<file path="config.mk">
export PLATFORM = sky130hd
export DESIGN_NAME = image_rotate_90_clockwise
export DESIGN_NICKNAME = d
export VERILOG_FILES = /design/src/sv/irot_pkg.sv /design/src/sv/irot_front.sv /design/src/sv/irot_queue.sv /design/src/sv/irot_back.sv /design/src/sv/image_rotate_90_clockwise.sv
export VERILOG_INCLUDE_DIRS = /design/src /design/src/sv
export SDC_FILE = /design/constraint.sdc
export NUM_CORES = 2
export LEC_CHECK = 0
export ABC_AREA = 0
export BUFFER_PORTS_ARGS = -buffer_cell sky130_fd_sc_hd__buf_2
export CAP_MARGIN = 20
export CORE_UTILIZATION = 55
export CTS_CLUSTER_SIZE = 25
export DETAILED_ROUTE_END_ITERATION = 8
export PLACE_DENSITY_LB_ADDON = 0.2
export SETUP_SLACK_MARGIN = 0.2
export SYNTH_ARGS = -nofsm -noshare
export SYNTH_HDL_FRONTEND = slang
export SYNTH_SLANG_ARGS = --single-unit
export TNS_END_PERCENT = 10
</file>
<file path="constraint.sdc">
create_clock -name i_clk -period 4.45 [get_ports i_clk]
set_clock_uncertainty 0.1 [all_clocks]
set_input_delay 0.2225 -clock i_clk [delete_from_list [all_inputs] [get_ports i_clk]]
set_output_delay 0.2225 -clock i_clk [all_outputs]
set_load 0.01 [all_outputs]
</file>
<file path="src/sv/image_rotate_90_clockwise_macros.svh">
// Assertion macros shared by the image rotator queue and back end.
`ifndef IMAGE_ROTATE_90_CLOCKWISE_MACROS_SVH
`define IMAGE_ROTATE_90_CLOCKWISE_MACROS_SVH
`ifndef NO_ASSERTIONS
`define IROT_ASSERT_SAME(label, clk, rst_n, ante, cons) \
    label: assert property (@(posedge clk) disable iff (!rst_n) (ante) |-> (cons)) \
        else $error("assertion failed");
`define IROT_ASSERT_NEXT(label, clk, rst_n, ante, cons) \
    label: assert property (@(posedge clk) disable iff (!rst_n) (ante) |=> (cons)) \
        else $error("assertion failed");
`else
`define IROT_ASSERT_SAME(label, clk, rst_n, ante, cons)
`define IROT_ASSERT_NEXT(label, clk, rst_n, ante, cons)
`endif
`endif

</file>
<file path="src/sv/irot_pkg.sv">
// Shared types and constants of the image rotator.
package irot_pkg;
    localparam int SIDE_BITS    = 5;
    localparam int POS_BITS     = 4;
    localparam int OUT_PIX_BITS = 8;
    localparam int Q_DEPTH      = 2;
    localparam logic [SIDE_BITS-1:0] SIDE_RESET = 5'd16;
    localparam logic MODE_LOAD  = 1'b0;
    localparam logic MODE_FETCH = 1'b1;

    typedef struct packed {
        logic                fetch;
        logic [POS_BITS-1:0] row;
        logic [POS_BITS-1:0] col;
        logic                last;
        logic                ready;
    } t_meta;
endpackage

</file>
<file path="src/sv/irot_front.sv">
// Front end: load and fetch counters, address remapping and request build.
module irot_front #(
    parameter int MAX_SIDE   = 16,
    parameter int PIXEL_BITS = 8,
    parameter int CW = $clog2(MAX_SIDE),
    parameter int AW = $clog2(MAX_SIDE * MAX_SIDE),
    parameter int SB = (PIXEL_BITS < 8) ? PIXEL_BITS : 8
) (
    input  logic                          i_clk,
    input  logic                          i_rst_n,
    input  logic                          i_cfg_write,
    input  logic [irot_pkg::SIDE_BITS-1:0] i_cfg_data,
    input  logic                          i_push,
    input  logic                          i_mode,
    input  logic [7:0]                    i_pixel_in,
    output irot_pkg::t_meta               o_meta,
    output logic [AW-1:0]                 o_addr,
    output logic [SB-1:0]                 o_data
);
    import irot_pkg::*;

    localparam logic [6:0] MaxSide = 7'(MAX_SIDE);
    localparam logic [6:0] ResetEff =
        ({2'b0, SIDE_RESET} > MaxSide) ? MaxSide : {2'b0, SIDE_RESET};
    localparam logic [CW-1:0] ResetM1 = CW'(ResetEff - 7'd1);

    logic [CW-1:0] r_m1, n_m1;
    logic [CW-1:0] r_ld_row, n_ld_row, r_ld_col, n_ld_col;
    logic [CW-1:0] r_rd_row, n_rd_row, r_rd_col, n_rd_col;
    logic          r_loaded, n_loaded;
    logic [6:0]    w_eff;
    logic [CW-1:0] w_src_row;
    logic [CW+POS_BITS-1:0] w_row_ext, w_col_ext;

    always_comb begin
        if (i_cfg_data == '0) begin
            w_eff = 7'd1;
        end else if ({2'b0, i_cfg_data} > MaxSide) begin
            w_eff = MaxSide;
        end else begin
            w_eff = {2'b0, i_cfg_data};
        end
    end

    always_comb begin
        n_m1     = r_m1;
        n_ld_row = r_ld_row;
        n_ld_col = r_ld_col;
        n_rd_row = r_rd_row;
        n_rd_col = r_rd_col;
        n_loaded = r_loaded;
        if (i_cfg_write) begin
            n_m1     = CW'(w_eff - 7'd1);
            n_ld_row = '0;
            n_ld_col = '0;
            n_rd_row = '0;
            n_rd_col = '0;
            n_loaded = 1'b0;
        end else if (i_push) begin
            if (i_mode == MODE_LOAD) begin
                if (r_ld_col == r_m1) begin
                    n_ld_col = '0;
                    if (r_ld_row == r_m1) begin
                        n_ld_row = '0;
                        n_loaded = 1'b1;
                    end else begin
                        n_ld_row = r_ld_row + 1'b1;
                    end
                end else begin
                    n_ld_col = r_ld_col + 1'b1;
                end
            end else begin
                if (r_rd_col == r_m1) begin
                    n_rd_col = '0;
                    if (r_rd_row == r_m1) begin
                        n_rd_row = '0;
                    end else begin
                        n_rd_row = r_rd_row + 1'b1;
                    end
                end else begin
                    n_rd_col = r_rd_col + 1'b1;
                end
            end
        end
    end

    always_ff @(posedge i_clk) begin
        if (!i_rst_n) begin
            r_m1     <= ResetM1;
            r_ld_row <= '0;
            r_ld_col <= '0;
            r_rd_row <= '0;
            r_rd_col <= '0;
            r_loaded <= 1'b0;
        end else begin
            r_m1     <= n_m1;
            r_ld_row <= n_ld_row;
            r_ld_col <= n_ld_col;
            r_rd_row <= n_rd_row;
            r_rd_col <= n_rd_col;
            r_loaded <= n_loaded;
        end
    end

    // rotated (r, c) reads source (n-1-c, r)
    assign w_src_row = r_m1 - r_rd_col;
    assign w_row_ext = {{POS_BITS{1'b0}}, r_rd_row};
    assign w_col_ext = {{POS_BITS{1'b0}}, r_rd_col};

    always_comb begin
        o_meta = '0;
        if (i_mode == MODE_LOAD) begin
            o_addr = AW'(r_ld_row) * AW'(MAX_SIDE) + AW'(r_ld_col);
        end else begin
            o_meta.fetch = 1'b1;
            o_meta.row   = w_row_ext[POS_BITS-1:0];
            o_meta.col   = w_col_ext[POS_BITS-1:0];
            o_meta.last  = (r_rd_row == r_m1) && (r_rd_col == r_m1);
            o_meta.ready = r_loaded;
            o_addr = AW'(w_src_row) * AW'(MAX_SIDE) + AW'(r_rd_row);
        end
    end

    assign o_data = i_pixel_in[SB-1:0];
endmodule

</file>
<file path="src/sv/irot_queue.sv">
// Two-entry request queue between front end and back end.
`include "image_rotate_90_clockwise_macros.svh"
module irot_queue #(
    parameter int WIDTH = 8
) (
    input  logic             i_clk,
    input  logic             i_rst_n,
    input  logic             i_push,
    input  logic [WIDTH-1:0] i_data,
    input  logic             i_pop,
    output logic             o_valid,
    output logic             o_full,
    output logic [WIDTH-1:0] o_data
);
    import irot_pkg::*;

    localparam int PW = $clog2(Q_DEPTH);
    localparam int CNTW = $clog2(Q_DEPTH + 1);

    logic [WIDTH-1:0] r_mem [Q_DEPTH];
    logic [PW-1:0]    r_wr_ptr, r_rd_ptr;
    logic [CNTW-1:0]  r_count, n_count;

    always_comb begin
        n_count = r_count;
        if (i_push && !i_pop) begin
            n_count = r_count + 1'b1;
        end else if (!i_push && i_pop) begin
            n_count = r_count - 1'b1;
        end
    end

    always_ff @(posedge i_clk) begin
        if (!i_rst_n) begin
            r_wr_ptr <= '0;
            r_rd_ptr <= '0;
            r_count  <= '0;
        end else begin
            r_count <= n_count;
            if (i_push) begin
                r_wr_ptr <= (r_wr_ptr == PW'(Q_DEPTH - 1)) ? '0 : r_wr_ptr + 1'b1;
            end
            if (i_pop) begin
                r_rd_ptr <= (r_rd_ptr == PW'(Q_DEPTH - 1)) ? '0 : r_rd_ptr + 1'b1;
            end
        end
    end

    always_ff @(posedge i_clk) begin
        if (i_push) begin
            r_mem[r_wr_ptr] <= i_data;
        end
    end

    assign o_valid = (r_count != '0);
    assign o_full  = (r_count == CNTW'(Q_DEPTH));
    assign o_data  = r_mem[r_rd_ptr];

    `IROT_ASSERT_SAME(a_count_bound, i_clk, i_rst_n, 1'b1, r_count <= CNTW'(Q_DEPTH))
    `IROT_ASSERT_NEXT(a_push_grows, i_clk, i_rst_n, i_push && !i_pop, r_count == $past(r_count) + 1'b1)
    `IROT_ASSERT_SAME(a_no_overflow, i_clk, i_rst_n, o_full, !i_push)
endmodule

</file>
<file path="src/sv/irot_back.sv">
// Back end: frame store, write or remapped read, result register.
`include "image_rotate_90_clockwise_macros.svh"
module irot_back #(
    parameter int MAX_SIDE   = 16,
    parameter int PIXEL_BITS = 8,
    parameter int AW = $clog2(MAX_SIDE * MAX_SIDE),
    parameter int SB = (PIXEL_BITS < 8) ? PIXEL_BITS : 8
) (
    input  logic            i_clk,
    input  logic            i_rst_n,
    input  logic            i_q_valid,
    input  irot_pkg::t_meta i_q_meta,
    input  logic [AW-1:0]   i_q_addr,
    input  logic [SB-1:0]   i_q_data,
    output logic            o_pop,
    output logic            o_out_valid,
    input  logic            i_out_stall,
    output logic [irot_pkg::OUT_PIX_BITS-1:0] o_pixel_out,
    output logic [irot_pkg::POS_BITS-1:0]     o_out_row,
    output logic [irot_pkg::POS_BITS-1:0]     o_out_col,
    output logic            o_last_pixel,
    output logic            o_frame_ready
);
    import irot_pkg::*;

    localparam int DEPTH = MAX_SIDE * MAX_SIDE;

    logic [SB-1:0] r_store [DEPTH];
    logic [SB-1:0] r_pix;
    t_meta         r_meta;
    logic          r_out_valid, n_out_valid;
    logic          w_slot_free, w_pop_fetch, w_pop_load;
    logic [SB+OUT_PIX_BITS-1:0] w_pix_ext;

    assign w_slot_free = !r_out_valid || !i_out_stall;
    assign o_pop       = i_q_valid && (!i_q_meta.fetch || w_slot_free);
    assign w_pop_fetch = o_pop && i_q_meta.fetch;
    assign w_pop_load  = o_pop && !i_q_meta.fetch;

    always_comb begin
        n_out_valid = r_out_valid;
        if (w_pop_fetch) begin
            n_out_valid = 1'b1;
        end else if (!i_out_stall) begin
            n_out_valid = 1'b0;
        end
    end

    always_ff @(posedge i_clk) begin
        if (!i_rst_n) begin
            r_out_valid <= 1'b0;
        end else begin
            r_out_valid <= n_out_valid;
        end
    end

    always_ff @(posedge i_clk) begin
        if (w_pop_load) begin
            r_store[i_q_addr] <= i_q_data;
        end
        if (w_pop_fetch) begin
            r_pix  <= r_store[i_q_addr];
            r_meta <= i_q_meta;
        end
    end

    assign w_pix_ext     = {{OUT_PIX_BITS{1'b0}}, r_pix};
    assign o_out_valid   = r_out_valid;
    assign o_pixel_out   = w_pix_ext[OUT_PIX_BITS-1:0];
    assign o_out_row     = r_meta.row;
    assign o_out_col     = r_meta.col;
    assign o_last_pixel  = r_meta.last;
    assign o_frame_ready = r_meta.ready;

    `IROT_ASSERT_SAME(a_pop_valid, i_clk, i_rst_n, o_pop, i_q_valid)
    `IROT_ASSERT_SAME(a_no_clobber, i_clk, i_rst_n, w_pop_fetch, !(r_out_valid && i_out_stall))
    `IROT_ASSERT_NEXT(a_drain, i_clk, i_rst_n, r_out_valid && !i_out_stall && !w_pop_fetch, !r_out_valid)
endmodule

</file>
<file path="src/sv/image_rotate_90_clockwise.sv">
// Top level of the 90 degree clockwise image rotator.
//
// Input channel (i_in_valid / o_in_stall) carries requests: mode 0 loads
// i_pixel_in into the frame store in row-major order, mode 1 fetches the
// next pixel of the rotated image. Loads give no result; each fetch gives
// one result on the output channel (o_out_valid / i_out_stall) with the
// pixel, its row and column, a last-pixel flag and a frame-ready flag.
// The configuration channel (i_cfg_valid / o_cfg_ready, always ready)
// sets the side length; write it only while idle. It restarts both
// counters and clears frame-ready.
// Throughput: one request per cycle while o_in_stall is low, set by the
// single store port. An accepted fetch passes through the request queue
// and the registered store read before it reaches the output channel.
// A stalled result holds; loads keep draining behind it until a fetch
// heads the queue, and the input stalls once the two-entry queue fills.
// Reset: counters cleared, side length 16, queue and output empty. The
// frame store holds no reset value; fetch only entries already loaded.
module image_rotate_90_clockwise #(
    parameter int MAX_SIDE   = 16,
    parameter int PIXEL_BITS = 8
) (
    input  logic       i_clk,
    input  logic       i_rst_n,
    input  logic       i_cfg_valid,
    output logic       o_cfg_ready,
    input  logic [irot_pkg::SIDE_BITS-1:0] i_cfg_data,
    input  logic       i_in_valid,
    output logic       o_in_stall,
    input  logic       i_mode,
    input  logic [7:0] i_pixel_in,
    output logic       o_out_valid,
    input  logic       i_out_stall,
    output logic [7:0] o_pixel_out,
    output logic [3:0] o_out_row,
    output logic [3:0] o_out_col,
    output logic       o_last_pixel,
    output logic       o_frame_ready
);
    import irot_pkg::*;

    localparam int CW = $clog2(MAX_SIDE);
    localparam int AW = $clog2(MAX_SIDE * MAX_SIDE);
    localparam int SB = (PIXEL_BITS < 8) ? PIXEL_BITS : 8;
    localparam int QW = $bits(t_meta) + AW + SB;

    t_meta          w_f_meta, w_q_meta;
    logic [AW-1:0]  w_f_addr, w_q_addr;
    logic [SB-1:0]  w_f_data, w_q_data;
    logic           w_push, w_pop, w_q_valid, w_q_full;

    assign o_cfg_ready = 1'b1;
    assign o_in_stall  = w_q_full;
    assign w_push      = i_in_valid && !w_q_full;

    irot_front #(
        .MAX_SIDE(MAX_SIDE), .PIXEL_BITS(PIXEL_BITS), .CW(CW), .AW(AW), .SB(SB)
    ) u_front (
        .i_clk      (i_clk),
        .i_rst_n    (i_rst_n),
        .i_cfg_write(i_cfg_valid),
        .i_cfg_data (i_cfg_data),
        .i_push     (w_push),
        .i_mode     (i_mode),
        .i_pixel_in (i_pixel_in),
        .o_meta     (w_f_meta),
        .o_addr     (w_f_addr),
        .o_data     (w_f_data)
    );

    irot_queue #(.WIDTH(QW)) u_queue (
        .i_clk  (i_clk),
        .i_rst_n(i_rst_n),
        .i_push (w_push),
        .i_data ({w_f_meta, w_f_addr, w_f_data}),
        .i_pop  (w_pop),
        .o_valid(w_q_valid),
        .o_full (w_q_full),
        .o_data ({w_q_meta, w_q_addr, w_q_data})
    );

    irot_back #(
        .MAX_SIDE(MAX_SIDE), .PIXEL_BITS(PIXEL_BITS), .AW(AW), .SB(SB)
    ) u_back (
        .i_clk        (i_clk),
        .i_rst_n      (i_rst_n),
        .i_q_valid    (w_q_valid),
        .i_q_meta     (w_q_meta),
        .i_q_addr     (w_q_addr),
        .i_q_data     (w_q_data),
        .o_pop        (w_pop),
        .o_out_valid  (o_out_valid),
        .i_out_stall  (i_out_stall),
        .o_pixel_out  (o_pixel_out),
        .o_out_row    (o_out_row),
        .o_out_col    (o_out_col),
        .o_last_pixel (o_last_pixel),
        .o_frame_ready(o_frame_ready)
    );
endmodule

</file>
==> results.txt <==
Tightest Pin Transition: 1.15 ns
kind of capture point of the worst setup path: register
simple logic cell fraction of the synthesized area: 0.0401
fraction of post-synthesis cell area in the top cell type by area: 0.767
Fin Setup TNS: 0 ns
CP Data Required Time: 4.87 ns
largest family of logic cells by synthesized area: multiplexers
Max clock buf depth: 3
Clock H-tree levels: 4
placed instance count: 6381
setup repair after global routing missed its margin: true
final worst path period share: 0.933
delay contributed by the slowest stage of the critical path: 0.89 ns
clock-pin slew on the worst setup and hold paths: 0.06 ns
Int Pwr: 0.0389 W
sequential share of power: 0.449
summed instance area of the synthesized netlist: 83000 µm²
post-synthesis async set-or-reset flop share: 0
highest metal layer with signal wires: met5
xor and xnor area share after synthesis: 0.00264
Final Worst Setup Slack: 0.299 ns
final setup violation count: 0
switching pwr: 0.0161 W
Detail Placement HPWL: 128 mm
Net Count, Synth: 4165
width of the die: 391 µm
Setup Slack @ Placement: 0.207 ns
launch point of the worst hold path: i_rst_n
signal arrival time at the worst endpoint: 4.57 ns
Clock Sinks: 2147
number of different library cells in the post-synthesis netlist: 53
Detailed Route WL: 205 mm
Comb pwr share: 0.243
initial antenna violation count: 4
post-synthesis cell count: 4136
maximum capacitance violations: 0
Vias per Instance: 6.32
# Post-CTS Setup Buffers: 0
fraction of final layout cells with drive strength greater than 1: 0.257
worst max-slew margin expressed relative to the limit: 0.232
instance count along the most critical hold path: 3
detailed-route DRC error count: 0
top-count cell post-synth: sky130_fd_sc_hd__edfxtp_1
Max Transition Viols Final: 0
net total in the final layout: 4631
clock latency on the worst-skew pair: 0.83 ns
CP max stage cell: sky130_fd_sc_hd__nor3_1
Synth area leaders: sky130_fd_sc_hd__edfxtp_1, sky130_fd_sc_hd__mux4_2, sky130_fd_sc_hd__mux2i_1
Final Hold Viols: 0
crit-path max FO: 28
Wirelength per Cell: 30.2 µm
routed wire length on met3: 17.7 mm
Leakage Power: 30.7 nW
dominant register cell in the synthesized netlist: sky130_fd_sc_hd__edfxtp_1
input/output buffers: 38
number of enable-type register cells in the synthesized netlist: 2120
amount of wire on met2 after detailed routing: 99.6 mm
switching share of power: 0.293
area grow syn2layout: 14.9%
number of synthesized register bits: 2147
post-synthesis mux area share: 0.137
sequential share of the synthesized area: 0.773
via count of the first global-routing pass: 42500
clock group share of total power: 0.309
first-pass GRT wire length: 297 mm
synthesized area per cell: 20.1 µm²
cell taking the most area after synthesis: sky130_fd_sc_hd__edfxtp_1
class of the most critical hold timing path: in -> reg
final critical path time including I/O delays and setup: 4.15 ns
post-synthesis compound-gate area fraction: 0.0318
power per cell area: 577 nW/µm²
grt ovf: 0
Max rail drop VDD: 0.427 mV
I/O pin count: 40
result of the run: finished, final reports clean
maximum number of pins on one net before global-route repair: 127
ranking of synthesized cells by instance count: sky130_fd_sc_hd__edfxtp_1, sky130_fd_sc_hd__mux4_2, sky130_fd_sc_hd__nor2_1
die outline area: 153000 µm²
number of design-rule violations left by the first detailed-router iteration: 5228
Finished Layout Cells: 6793
Core Box Area: 150000 µm²
clock root buffer: sky130_fd_sc_hd__clkbuf_16
type of the worst setup path: reg -> reg
y dimension of the die: 391 µm
filler instances: 10100
number of CTS-inserted buffers: 206
Highest Clock Rate: 0.241 GHz
adder and majority cell fraction of the synthesized area: 0.00160
met1 WL: 81.9 mm
Antenna Nets Post-Route: 0
path depth of the worst reg2reg path: 9
Detailed Routing Iterations Pass 1: 6
global placer's final weighted congestion: 0.874
number of cell rows: 142
kind of start point of the critical path: register
Starting Density: 0.554
CTS tree: built
vias: 42900
Tot GR Track Use: 0.272
cell chain of the critical path: buf_4 -> nand3b_1 -> a21o_1 -> buf_4 -> a31oi_1 -> nand4_1 -> a41oi_1 -> nor3_1 -> nand4_1
total of warnings raised by yosys: 0
==> per-layer routing <==
metal,GRT usage,vias up
li1,-,18000
met1,0.387,22600
met2,0.433,2013
met3,0.0542,320
met4,0.0778,2
met5,0,-
==> layout by cell type (no fill, tap or decap), types with 10 or more instances in the layout <==
| cell | n |
|---|---|
| sky130_fd_sc_hd__mux4_2 | 424 |
| sky130_fd_sc_hd__mux2i_1 | 148 |
| sky130_fd_sc_hd__xnor2_1 | 11 |
| sky130_fd_sc_hd__clkbuf_16 | 208 |
| sky130_fd_sc_hd__dlygate4sd3_1 | 27 |
| sky130_fd_sc_hd__a221oi_1 | 64 |
| sky130_fd_sc_hd__inv_1 | 12 |
| sky130_fd_sc_hd__edfxtp_1 | 2120 |
| sky130_fd_sc_hd__nand2_1 | 211 |
| sky130_fd_sc_hd__buf_2 | 38 |
| sky130_fd_sc_hd__clkbuf_1 | 48 |
| sky130_fd_sc_hd__nand4_1 | 47 |
| sky130_fd_sc_hd__a211oi_1 | 16 |
| sky130_fd_sc_hd__mux2_8 | 10 |
| sky130_fd_sc_hd__bufinv_16 | 16 |
| sky130_fd_sc_hd__nor2_1 | 287 |
| sky130_fd_sc_hd__nor2b_1 | 27 |
| sky130_fd_sc_hd__a31oi_1 | 16 |
| sky130_fd_sc_hd__dfxtp_1 | 26 |
| sky130_fd_sc_hd__mux2_2 | 18 |
| sky130_fd_sc_hd__clkinv_2 | 36 |
| sky130_fd_sc_hd__a22oi_1 | 139 |
| sky130_fd_sc_hd__nand3_1 | 50 |
| sky130_fd_sc_hd__xor2_1 | 14 |
| sky130_fd_sc_hd__buf_12 | 34 |
| sky130_fd_sc_hd__and3_1 | 20 |
| sky130_fd_sc_hd__o31ai_1 | 22 |
| sky130_fd_sc_hd__nor4_1 | 18 |
| sky130_fd_sc_hd__nor3_1 | 40 |
| sky130_fd_sc_hd__and2_1 | 14 |
| sky130_fd_sc_hd__a21oi_1 | 45 |
| sky130_fd_sc_hd__buf_4 | 389 |
| sky130_fd_sc_hd__clkinv_1 | 47 |
==> path summary, 6_finish.rpt <==
kind / endpoint / slack [ns]
worst min-delay path: u_front.r_m1[1]$_SDFFE_PN1P_ / 0.16
worst max-delay path: u_back.o_pixel_out[1]$_DFFE_PP_ / 0.30
worst max register to register: u_back.o_pixel_out[1]$_DFFE_PP_ / 0.30
worst min register to register: u_front.r_loaded$_SDFFE_PP0P_ / 0.36
==> flip-flops by register name, indices dropped and copies added, names as in the netlist, 2 cells and up, named ones only <==
signal,count
u_back.o_out_row,4
u_back.r_store,2048
u_back.o_out_col,4
u_front.r_m1,4
u_front.r_rd_row,4
u_front.r_rd_col,4
u_queue.r_count,2
u_back.o_pixel_out,8
u_front.r_ld_col,4
u_queue.r_mem,54
u_front.r_ld_row,4
==> through the flow <==
| stage | util | power (W) | cell area, µm² | hold WS [ns] |
|---|---|---|---|---|
| finish | 0.637 | 0.0551 | 95400 | 0.158 |
| detailed placement | 0.591 | 0.0385 | 88500 | 0.320 |
| CTS | 0.637 | 0.0553 | 95400 | 0.0622 |
| floorplan | - | 0.0331 | 83000 | 0.221 |
| global route | 0.637 | 0.0567 | 95400 | 0.135 |
| global placement | 0.591 | 0.0383 | 88500 | 0.316 |
==> what timing repair did <==
item                       in CTS  in global routing
setup endpoints to repair       2                  2
hold endpoints to repair       93                  0
gates resized for setup         1                  1
hold buffers                   27                  0
==> kinds of logic (layout without fill, tap and decap cells) <==
family | after synthesis | in the layout
other | 1 | 2
DFF | 2147 | 2147
buffers and inverters | 243 | 883
AOI/OAI and AO/OA | 359 | 359
adders and majority gates | 10 | 10
and+or+nand+nor | 748 | 748
muxes | 603 | 603
xor gates and xnor gates | 25 | 25
==> critical path, delay by kind of cell, from the launching register on <==
| family | cells | cell delay [ns] |
|---|---|---|
| and+or+nand+nor | 4 | 1.60 |
| DFF | 1 | 0.41 |
| buffers and inverters | 2 | 0.71 |
| AOI/OAI and AO/OA | 3 | 1.00 |
==> layout make-up <==
| cell class | instances | area, µm² | area share |
|---|---|---|---|
| Sequential cell | 2147 | 64200 | 0.673 |
| Inverter | 12 | 45.0 | 0.000472 |
| Clock inverter | 118 | 1060 | 0.0111 |
| Tap cell | 2016 | 2520 | 0.0264 |
| Timing Repair Buffer | 489 | 4070 | 0.0427 |
| Antenna cell | 1 | 2.50 | 0.0000262 |
| Clock buffer | 264 | 5500 | 0.0576 |
| Multi-Input combinational cell | 1746 | 18000 | 0.189 |
==> power by group through the flow <==
stage	registers, W	logic, W	clock network [W]
after floorplan	0.0253	0.00779	0
after global placement	0.0251	0.0132	0
after detailed placement	0.0251	0.0134	0
after CTS	0.0247	0.0134	0.0172
after global routing	0.0247	0.0140	0.0180
final	0.0247	0.0134	0.0170
Note: power is estimated with default switching activity, not from simulation.
